<file path="src/design/sbct_pkg.sv">
// ----------------------------------------------------------------------------
// sbct_pkg
// shared types, codes and helpers for the swept box collision test
// ----------------------------------------------------------------------------
`default_nettype none

package sbct_pkg;

  localparam int COORD_BITS_DEF = 24;
  localparam int FRAC_BITS_DEF  = 8;
  localparam int SIZE_BITS      = 16;
  localparam int EPS_BITS       = 8;
  localparam int CAP_BITS       = 16;
  localparam int CFG_IDX_BITS   = 2;
  localparam int CFG_DATA_BITS  = 16;
  localparam int AXIS_BITS      = 2;

  localparam logic [EPS_BITS-1:0] EPS_RESET = 8'd3;
  localparam logic [CAP_BITS-1:0] CAP_RESET = 16'd512;

  localparam logic [CFG_IDX_BITS-1:0] REG_EPSILON    = 2'd0;
  localparam logic [CFG_IDX_BITS-1:0] REG_MARGIN_CAP = 2'd1;

  localparam logic OPC_LOAD = 1'b0;
  localparam logic OPC_TEST = 1'b1;

  localparam logic [AXIS_BITS-1:0] HIT_NONE = 2'd0;
  localparam logic [AXIS_BITS-1:0] AXIS_DONE = 2'd3;

  typedef enum logic [3:0] {
    OP_NONE,
    OP_LOAD,
    OP_CAPTURE,
    OP_START,
    OP_PREP,
    OP_STEP,
    OP_EVAL,
    OP_MUL,
    OP_ADD,
    OP_HIT,
    OP_REPORT
  } op_t;

  typedef struct packed {
    op_t                  op;
    logic [AXIS_BITS-1:0] idx;
  } cmd_t;

  typedef struct packed {
    logic vel_zero;
    logic div_last;
    logic q_ge_budget;
    logic margin_ok;
    logic overlap_ok;
    logic out_free;
  } status_t;

  // test order y, x, z
  function automatic logic [AXIS_BITS-1:0] axis_of(input logic [AXIS_BITS-1:0] k);
    logic [AXIS_BITS-1:0] a;
    case (k)
      2'd0:    a = 2'd1;
      2'd1:    a = 2'd0;
      default: a = 2'd2;
    endcase
    return a;
  endfunction

  // the two axes other than a
  function automatic logic [AXIS_BITS-1:0] other_of(input logic [AXIS_BITS-1:0] a,
                                                    input logic j);
    logic [AXIS_BITS-1:0] b;
    case (a)
      2'd0:    b = j ? 2'd2 : 2'd1;
      2'd1:    b = j ? 2'd2 : 2'd0;
      default: b = j ? 2'd1 : 2'd0;
    endcase
    return b;
  endfunction

endpackage

`default_nettype wire

</file>
<file path="src/design/sbct_dp.sv">
// ----------------------------------------------------------------------------
// sbct_dp
// box storage, serial divider, shared multiplier and compare logic
// ----------------------------------------------------------------------------
`default_nettype none

module sbct_dp
  import sbct_pkg::*;
#(
  parameter int COORD_BITS = COORD_BITS_DEF,
  parameter int FRAC_BITS  = FRAC_BITS_DEF
) (
  input  wire logic                            clk,
  input  wire logic                            rst_n,
  input  wire cmd_t                            cmd,
  output status_t                              st,
  input  wire logic                            cfg_we,
  input  wire logic [CFG_IDX_BITS-1:0]         cfg_index,
  input  wire logic [CFG_DATA_BITS-1:0]        cfg_data,
  input  wire logic signed [COORD_BITS-1:0]    box_x,
  input  wire logic signed [COORD_BITS-1:0]    box_y,
  input  wire logic signed [COORD_BITS-1:0]    box_z,
  input  wire logic [SIZE_BITS-1:0]            box_width,
  input  wire logic [SIZE_BITS-1:0]            box_height,
  input  wire logic [SIZE_BITS-1:0]            box_depth,
  input  wire logic signed [COORD_BITS-1:0]    vel_x,
  input  wire logic signed [COORD_BITS-1:0]    vel_y,
  input  wire logic signed [COORD_BITS-1:0]    vel_z,
  input  wire logic [COORD_BITS-2:0]           time_budget,
  input  wire logic                            out_ready,
  output logic                                 out_valid,
  output logic [AXIS_BITS-1:0]                 out_hit_axis,
  output logic signed [COORD_BITS-1:0]         out_hit_time,
  output logic                                 out_time_saturated
);

  localparam int CB = COORD_BITS;
  localparam int DW = CB + 3;
  localparam int NW = DW + FRAC_BITS;
  localparam int GW = CB + 3;
  localparam int PW = 2 * CB - 1;
  localparam int EW = 2 * CB + 2;
  localparam int CW = $clog2(NW);
  localparam logic [NW-1:0] TMAX_U = NW'({(CB-1){1'b1}});
  localparam logic [NW-1:0] TMIN_U = TMAX_U + NW'(1);
  localparam logic [CW-1:0] LAST_STEP = CW'(NW - 1);

  logic signed [CB-1:0]        mpos_r [3];
  logic [SIZE_BITS-1:0]        msize_r [3];
  logic signed [CB-1:0]        mvel_r [3];
  logic [CB-2:0]               budget_r;
  logic signed [CB-1:0]        spos_r [3];
  logic [SIZE_BITS-1:0]        ssize_r [3];
  logic [EPS_BITS-1:0]         eps_r;
  logic [CAP_BITS-1:0]         cap_r;

  logic [AXIS_BITS-1:0]        ax_r;
  logic signed [CB-1:0]        v_r, s_r, m_r;
  logic [SIZE_BITS-1:0]        ss_r, ms_r;

  logic [CB-1:0]               rem_r;
  logic [NW-1:0]               quo_r;
  logic [CB-1:0]               den_r;
  logic [CW-1:0]               dcnt_r;
  logic                        neg_r;

  logic signed [CB-1:0]        time_r;
  logic                        sat_r;
  logic [AXIS_BITS-1:0]        axis_r;
  logic [CB-2:0]               dt_r;
  logic [PW-1:0]               prod_r;
  logic                        pneg_r;
  logic signed [EW-1:0]        mb_r;

  logic                        out_valid_r;
  logic [AXIS_BITS-1:0]        out_axis_r;
  logic signed [CB-1:0]        out_time_r;
  logic                        out_sat_r;

  // ---- selected entries
  logic signed [CB-1:0]        sel_mpos, sel_mvel, sel_spos;
  logic [SIZE_BITS-1:0]        sel_msize, sel_ssize;
  logic [CB-1:0]               sel_absv;

  always_comb begin
    sel_mpos  = mpos_r[0];
    sel_mvel  = mvel_r[0];
    sel_spos  = spos_r[0];
    sel_msize = msize_r[0];
    sel_ssize = ssize_r[0];
    case (cmd.idx)
      2'd1: begin
        sel_mpos  = mpos_r[1];
        sel_mvel  = mvel_r[1];
        sel_spos  = spos_r[1];
        sel_msize = msize_r[1];
        sel_ssize = ssize_r[1];
      end
      2'd2: begin
        sel_mpos  = mpos_r[2];
        sel_mvel  = mvel_r[2];
        sel_spos  = spos_r[2];
        sel_msize = msize_r[2];
        sel_ssize = ssize_r[2];
      end
      default: begin
      end
    endcase
    sel_absv = sel_mvel[CB-1] ? CB'(-sel_mvel) : CB'(sel_mvel);
  end

  // ---- gap along the tested axis
  logic signed [DW-1:0] s_e, m_e, s_hi, m_hi, hi, lo, span;
  logic [DW-1:0]        abs_dist;
  logic [CB-1:0]        abs_v;

  always_comb begin
    s_e      = DW'(s_r);
    m_e      = DW'(m_r);
    s_hi     = s_e + signed'(DW'(ss_r));
    m_hi     = m_e + signed'(DW'(ms_r));
    hi       = (s_hi > m_hi) ? s_hi : m_hi;
    lo       = (s_e < m_e) ? s_e : m_e;
    span     = hi - lo - signed'(DW'(ss_r)) - signed'(DW'(ms_r));
    abs_dist = span[DW-1] ? DW'(-span) : DW'(span);
    abs_v    = v_r[CB-1] ? CB'(-v_r) : CB'(v_r);
  end

  // ---- divider step
  logic [CB:0]   trial;
  logic          qbit;
  logic [CB-1:0] rem_nxt;

  always_comb begin
    trial   = {rem_r, quo_r[NW-1]};
    qbit    = (trial >= {1'b0, den_r});
    rem_nxt = qbit ? CB'(trial - {1'b0, den_r}) : CB'(trial);
  end

  // ---- quotient clipping and margin
  logic                 pos_sat, neg_sat;
  logic signed [CB-1:0] q;
  logic signed [GW-1:0] gap, g2;

  always_comb begin
    pos_sat = !neg_r && (quo_r > TMAX_U);
    neg_sat = neg_r && (quo_r > TMIN_U);
    if (pos_sat) begin
      q = signed'(CB'(TMAX_U));
    end else if (neg_sat) begin
      q = signed'(CB'(TMIN_U));
    end else if (neg_r) begin
      q = signed'(CB'(-quo_r[CB-1:0]));
    end else begin
      q = signed'(quo_r[CB-1:0]);
    end
    if (!v_r[CB-1]) begin
      gap = GW'(s_r) - GW'(m_r) - signed'(GW'(ms_r));
    end else begin
      gap = GW'(m_r) - GW'(s_r) - signed'(GW'(ss_r));
    end
    g2 = gap <<< 1;
    st.q_ge_budget = (q >= signed'(CB'(budget_r)));
    st.margin_ok   = (g2 > -signed'(GW'(ss_r))) && (gap > -signed'(GW'(cap_r)));
  end

  // ---- shifted offset and overlap
  logic [PW-FRAC_BITS-1:0] dmag;
  logic signed [EW-1:0]    dsh;
  logic signed [EW-1:0]    mb_hi, sb_lo, sb_hi, ohi, olo, rhs;

  always_comb begin
    dmag  = prod_r[PW-1:FRAC_BITS];
    dsh   = pneg_r ? -signed'(EW'(dmag)) : signed'(EW'(dmag));
    mb_hi = mb_r + signed'(EW'(sel_msize));
    sb_lo = EW'(sel_spos);
    sb_hi = sb_lo + signed'(EW'(sel_ssize));
    ohi   = (mb_hi > sb_hi) ? mb_hi : sb_hi;
    olo   = (mb_r < sb_lo) ? mb_r : sb_lo;
    rhs   = signed'(EW'(sel_msize)) + signed'(EW'(sel_ssize)) - signed'(EW'(eps_r));
    st.overlap_ok = ((ohi - olo) < rhs);
  end

  always_comb begin
    st.vel_zero = (sel_mvel == '0);
    st.div_last = (dcnt_r == LAST_STEP);
    st.out_free = !out_valid_r || out_ready;
  end

  // ---- config registers
  always_ff @(posedge clk) begin
    if (!rst_n) begin
      eps_r <= EPS_RESET;
      cap_r <= CAP_RESET;
    end else if (cfg_we) begin
      if (cfg_index == REG_EPSILON) begin
        eps_r <= cfg_data[EPS_BITS-1:0];
      end else if (cfg_index == REG_MARGIN_CAP) begin
        cap_r <= cfg_data[CAP_BITS-1:0];
      end
    end
  end

  // ---- moving box state
  always_ff @(posedge clk) begin
    if (!rst_n) begin
      for (int i = 0; i < 3; i++) begin
        mpos_r[i]  <= '0;
        msize_r[i] <= '0;
        mvel_r[i]  <= '0;
      end
      budget_r <= '0;
    end else if (cmd.op == OP_LOAD) begin
      mpos_r[0]  <= box_x;
      mpos_r[1]  <= box_y;
      mpos_r[2]  <= box_z;
      msize_r[0] <= box_width;
      msize_r[1] <= box_height;
      msize_r[2] <= box_depth;
      mvel_r[0]  <= vel_x;
      mvel_r[1]  <= vel_y;
      mvel_r[2]  <= vel_z;
      budget_r   <= time_budget;
    end
  end

  // ---- working registers
  always_ff @(posedge clk) begin
    case (cmd.op)
      OP_CAPTURE: begin
        spos_r[0]  <= box_x;
        spos_r[1]  <= box_y;
        spos_r[2]  <= box_z;
        ssize_r[0] <= box_width;
        ssize_r[1] <= box_height;
        ssize_r[2] <= box_depth;
        time_r     <= signed'(CB'(budget_r));
        sat_r      <= 1'b0;
        axis_r     <= HIT_NONE;
      end
      OP_START: begin
        ax_r <= cmd.idx;
        v_r  <= sel_mvel;
        s_r  <= sel_spos;
        m_r  <= sel_mpos;
        ss_r <= sel_ssize;
        ms_r <= sel_msize;
      end
      OP_PREP: begin
        quo_r  <= {abs_dist, {FRAC_BITS{1'b0}}};
        rem_r  <= '0;
        den_r  <= abs_v;
        neg_r  <= span[DW-1];
        dcnt_r <= '0;
      end
      OP_STEP: begin
        quo_r  <= {quo_r[NW-2:0], qbit};
        rem_r  <= rem_nxt;
        dcnt_r <= dcnt_r + CW'(1);
      end
      OP_EVAL: begin
        time_r <= q;
        sat_r  <= pos_sat || neg_sat;
        dt_r   <= q[CB-1] ? '0 : q[CB-2:0];
      end
      OP_MUL: begin
        prod_r <= PW'(sel_absv * dt_r);
        pneg_r <= sel_mvel[CB-1];
      end
      OP_ADD: begin
        mb_r <= EW'(sel_mpos) + dsh;
      end
      OP_HIT: begin
        axis_r <= ax_r + 2'd1;
      end
      default: begin
      end
    endcase
  end

  // ---- result register
  always_ff @(posedge clk) begin
    if (!rst_n) begin
      out_valid_r <= 1'b0;
    end else if (cmd.op == OP_REPORT) begin
      out_valid_r <= 1'b1;
    end else if (out_ready) begin
      out_valid_r <= 1'b0;
    end
  end

  always_ff @(posedge clk) begin
    if (cmd.op == OP_REPORT) begin
      out_axis_r <= axis_r;
      out_time_r <= time_r;
      out_sat_r  <= sat_r;
    end
  end

  assign out_valid          = out_valid_r;
  assign out_hit_axis       = out_axis_r;
  assign out_hit_time       = out_time_r;
  assign out_time_saturated = out_sat_r;

endmodule

`default_nettype wire

</file>
<file path="config.mk">
export PLATFORM = sky130hd
export DESIGN_NAME = sbct_dp
export DESIGN_NICKNAME = d
export VERILOG_FILES = /design/src/design/sbct_pkg.sv /design/src/design/sbct_dp.sv
export SDC_FILE = /design/constraint.sdc
export NUM_CORES = 2
export LEC_CHECK = 0
export BUFFER_PORTS_ARGS = -buffer_cell sky130_fd_sc_hd__buf_2
export CORE_MARGIN = 2
export CORE_UTILIZATION = 45
export CTS_CLUSTER_SIZE = 8
export DETAILED_ROUTE_END_ITERATION = 10
export GPL_ROUTABILITY_DRIVEN = 0
export SLEW_MARGIN = 20
export SYNTH_ARGS = -nofsm -noshare
export SYNTH_HDL_FRONTEND = slang
export SYNTH_SLANG_ARGS = --single-unit
</file>
<file path="constraint.sdc">
create_clock -name clk -period 38.6 [get_ports clk]
set_input_delay 11.58 -clock clk [delete_from_list [all_inputs] [get_ports clk]]
set_output_delay 11.58 -clock clk [all_outputs]
set_load 0.1 [all_outputs]
</file>
# [Yosys cells after proc, flatten, opt, wreduce, memory -nomap -nowiden]
# Memories as Yosys holds them, arrays and structs flattened.
# Index checks and enable logic that the tools add are counted.
[op_classes] reduce_logical=15 magnitude_cmp=11 mux=41 n_eq_ne=14 n_addsub=25 n_mul=1 bitwise=10
[op_table] operator="$mux W24" count=11
[op_table] operator="$pmux W24 S2" count=5
[op_table] operator="$mux W50" count=3
[op_table] operator="$mux W27" count=4
[op_table] operator="$add A24 B17 Y25" count=3
[op_table] operator="$neg A24 Y24" count=3
[op_table] operator="$pmux W35 S2" count=1
[op_table] operator="$pmux W16 S2" count=2
[op_table] operator="$gt A27 B27 Y1" count=2
[op_table] operator="$neg A16 Y27" count=2
[op_table] operator="$sub A27 B17 Y27" count=2
[op_table] operator="$sub A25 B17 Y26" count=2
[op_table] operator="$add A24 B50 Y50" count=1
[op_table] operator="$add A50 B17 Y50" count=1
[op_table] operator="$gt A50 B25 Y1" count=1
[op_table] operator="$lt A50 B18 Y1" count=1
[op_table] operator="$lt A50 B24 Y1" count=1
[op_table] operator="$neg A39 Y50" count=1
[op_table] operator="$sub A24 B24 Y25" count=2
[op_table] operator="$sub A50 B50 Y50" count=1
[op_table] operator="$mux W16" count=3
[op_table] operator="$mul A24 B23 Y47" count=1
[op_table] operator="$gt A35 B23 Y1 const B" count=1
[op_table] operator="$gt A35 B24 Y1 const B" count=1
[op_table] operator="other kinds (33)" count=62
[totals] in_bits=243 ff_bits=419 word_cells=148 n_memories=5 mem_bits_rw=312 out_inout_bits=34
[mem_list] name="mpos_r" words=3 word_bits=24 rd=3 rd_clocked_by_memory_dff=0 write_ports=3 line_no="sbct_dp.sv:48" source="logic signed [CB-1:0] mpos_r [3];"
[mem_list] name="mvel_r" words=3 word_bits=24 rd=3 rd_clocked_by_memory_dff=0 write_ports=3 line_no="sbct_dp.sv:50" source="logic signed [CB-1:0] mvel_r [3];"
[mem_list] name="spos_r" words=3 word_bits=24 rd=3 rd_clocked_by_memory_dff=0 write_ports=3 line_no="sbct_dp.sv:52" source="logic signed [CB-1:0] spos_r [3];"
[mem_list] name="msize_r" words=3 word_bits=16 rd=3 rd_clocked_by_memory_dff=0 write_ports=3 line_no="sbct_dp.sv:49" source="logic [SIZE_BITS-1:0] msize_r [3];"
[mem_list] name="ssize_r" words=3 word_bits=16 rd=3 rd_clocked_by_memory_dff=0 write_ports=3 line_no="sbct_dp.sv:53" source="logic [SIZE_BITS-1:0] ssize_r [3];"

# [Longest topological paths before layout]
[depth] word_depth=9 depth_mapped=65 ltp_nobuf=55

# [Worst setup path before layout]
# Ideal clock, no wire load.
[synth_timing] path_type="input port to output port" start="input port cmd[0] (netlist bit)" end="output port st[1] (netlist bit)" required_time_ns=27.020 stages=62 arrival_ns=25.366 n_path_buf=10 setup_slack_ns=1.654 cell_sequence="inv_1 > ha_1 > clkbuf_1 > clkbuf_1 > buf_1 > clkbuf_1 > clkbuf_1 > clkbuf_1 > clkbuf_1 > buf_1 > nand2_1 > o21ai_0 > ha_1 > fa_1 > a21o_1 > a21oi_1 > o221ai_1 > a221o_1 > [... 26 more ...] > nand2_1 > a21oi_1 > a21o_1 > a211oi_1 > nor2_1 > ha_1 > a21o_1 > a21o_1 > a21o_1 > a21o_1 > a21oi_1 > nor2b_1 > o21ai_0 > and3_1 > nand4b_1 > a21o_1 > a31oi_1 > o22ai_1"
[synth_lines] element="from (decl)" line_no="sbct_dp.sv:15" source="input wire cmd_t cmd,"
[synth_lines] element="to (decl)" line_no="sbct_dp.sv:16" source="output status_t st,"

==> run metrics <==
Routed wire per std cell=between 20 and 25 µm; largest net degree at the start of global routing=around 120; Routed WL=209 mm; All-Layer GR Usage=0.256; Slew @ Worst Pin=1.31 ns; Vias=55900; Tcrit/Tclk final=0.938; hold buffer count at cts=0; routed vias/inst=~5.6; critical path peak fanout=88; CORE AREA=~160000 µm²; post-layout util=0.498; vias in the first global route=55300; Hold WC Path Type=reg -> reg; FFs w/ async S/R, synth=0; Worst-Skew Late Latency=0.75 ns; Netlist cell types=roughly 90; area grow syn2layout=9.75%; clock slew at reported path FFs=0.05 ns; FF-to-FF setup slack=approximately 28 ns; Bufs on Longest Clock Path=3; Hold Violations, Final=0; DPL Wire Length=around 170 mm; Top-Level Pins=about 280; setup repair bufs after CTS=0; combinational fraction of design power=0.729; Inst Count DP=a little under 10000; Final Skew=0.0943 ns; most frequent CP cell=a21oi_1; Leakage=34.8 nW; First DRT Iteration DRCs=between 4000 and 5000; crit path kind=in -> out; f_max=around 28 MHz; full die area=between 150000 and 200000 µm²; Die W=404 µm; PwrDens=around 97 nW/µm²; Starting Density=0.454; Tmin final=roughly 36 ns; # setup viols final=0; max-cap violations=0; Worst VDD drop=0.310 mV; Worst setup EP type=output port; synthesized net count=9147; Worst Setup SP=cmd[0]; syn avg cell area=about 9.5 µm²; PortBufs=276; number of fill cells=14600; clock share of power=0.108; Tot Pwr=approximately 7.6 mW; Chip Height=roughly 400 µm; cts repair resizes=0; top_reg_cell synth=edfxtp_1; total global routing overflow=0; Int Power=between 3 and 4 mW; Num CTS Buffers=between 100 and 150; first-pass GRT wire length=roughly 320 mm; number of H-tree levels=3; CTS tree=done; sequential fraction of design power=0.163; Antenna Nets Post-Route=0; Multi-input gate area=around 47000 µm²; share of layout cells above drive strength 1=0.0781; final instance area=79100 µm²; worst hold start=time_r[6]; Post-synth EDFFs=roughly 680; initial antenna violation count=11; synth warn=0; Worst slew margin=0.118; CP max stage delay=0.74 ns; CTS Sinks=723; setup tns final=0 ns; status=completed; CP Launch Type=primary input; DP Area=about 76000 µm²; Rows=~150; reg2reg start=mvel_r[0][49]; Final #Nets=around 9400; switching share of total power=0.478; CTS Root Cell=clkbuf_16; Seq. cell area=roughly 21000 µm²; cell count after synthesis=approximately 7600; Finished Layout Cells=between 9000 and 10000; RSZ-0062 raised after global routing=false; DRC violations left=0; Slowest cell on crit path=ha_4; Final Slew Violations=0; crit path DAT=24.62 ns; Critical Path RT=between 20 and 30 ns; Synth Cell Area=approximately 70000 µm²; Psw=3.65 mW; #FFs+latches synth=between 700 and 800; part of the Yosys area used for sequential elements=0.295; TritonRoute pass-1 iters=6
[layer usage]
metal / vias to the layer above / GRT usage / wire [µm]
li1: 26400 / - / -
met1: 27500 / 0.373 / 96600
met2: 1772 / 0.392 / 91600
met3: 263 / 0.0401 / 15000
met4: 4 / 0.0739 / 5940
met5: - / 0 / 23
[layout by cell type (no fill, tap or decap), types with 32 or more instances in the layout]
cell type,synthesis,routed
nand4_1,82,82
and2_1,368,368
a21oi_1,425,425
xor2_1,129,127
ha_1,797,795
o21bai_1,61,61
a22oi_1,85,85
buf_4,1,96
nor3_1,110,105
mux2i_1,58,57
o21a_1,61,61
o31ai_1,42,42
clkbuf_16,0,101
a211oi_1,37,37
edfxtp_1,675,675
nand2_1,838,838
xnor2_1,331,312
o21ai_0,370,355
dfxtp_1,48,48
a21o_1,188,188
nand2b_1,64,63
inv_1,948,947
nor2b_1,77,76
nand3_1,107,107
and3_1,49,48
a31oi_1,34,32
fa_1,537,537
nor2_1,354,350
buf_2,4,276
[Yosys cell counts, types with 31 or more instances]
master	instances	area (µm²)
xnor2_1	331	2900
clkbuf_1	245	920
xor2_1	129	1130
inv_1	948	3560
a31oi_1	34	213
nand2_1	838	3150
edfxtp_1	675	20300
o31ai_1	42	315
o21bai_1	61	458
nor3_1	110	551
fa_1	537	10800
o21ai_0	370	1850
and3_1	49	307
nand4_1	82	513
or3_1	31	194
nand3_1	107	536
nand2b_1	64	400
a211oi_1	37	278
a21oi_1	425	2130
a21o_1	188	1410
a22oi_1	85	638
nor2b_1	77	482
ha_1	797	9970
and2_1	368	2300
o21a_1	61	458
mux2i_1	58	581
dfxtp_1	48	961
nor2_1	354	1330
[registers in the layout, summed over array words and instances, names as in the netlist, 24 cells and up]
name / flops
mpos_r: 72
mvel_r: 72
spos_r: 72
mb_r: 50
msize_r: 48
ssize_r: 48
prod_r: 39
quo_r: 35
den_r: 24
m_r: 24
out_hit_time: 24
rem_r: 24
s_r: 24
time_r: 24
v_r: 24
[power groups by stage]
stage	clock network, mW	logic, mW	registers (mW)
5_1_grt	0.874	6.27	1.25
6_report	0.828	5.57	1.25
3_3_place_gp	0	5.52	1.26
2_1_floorplan	0	4.03	1.24
3_5_place_dp	0	5.53	1.26
4_1_cts	0.845	5.63	1.24
[per-stage QoR]
step,setup slack (ns),hold WS [ns]
2_1_floorplan,1.65,0.400
3_3_place_gp,2.79,0.402
3_5_place_dp,2.52,0.405
4_1_cts,2.50,0.416
5_1_grt,1.44,0.420
6_report,2.40,0.416
[final timing paths]
kind / endpoint / depth (start not counted)
worst max-delay path: st[1] / 52
worst min-delay path: out_hit_time[6] / 0
worst max register to register: prod_r[46] / 35
worst min register to register: out_hit_time[6] / 0
[cell type report]
type                       count  area share
inverter                     953      0.0453
antenna                        2   0.0000633
sequential                   723       0.268
clock buffer                 132      0.0336
tap                         2072      0.0328
multi-input combinational   5626       0.589
timing repair buffer         380      0.0283
clock inverter                 9     0.00297
[cell families (layout without fill, tap and decap cells)]
kind of cell               after synthesis  after routing  synth area share
AOI/OAI and AO/OA                     1551           1551             0.138
xor gates and xnor gates               461            461            0.0561
adders and majority gates             1335           1335             0.288
buffers and inverters                 1221           1474            0.0638
DFF                                    723            723             0.295
muxes                                   75             75            0.0107
other                                    0              2                 0
and+or+nand+nor                       2204           2204             0.149
[critical path, delay by kind of cell]
kind	cells	cell delay, ns
AO/OA/AOI/OAI	35	8.27
adder cells (fa/ha/maj)	5	2.10
buffers and inverters	6	2.05
AND/OR/NAND/NOR	5	0.43
XOR/XNOR	1	0.09
Note: power is estimated with default switching activity, not from simulation.
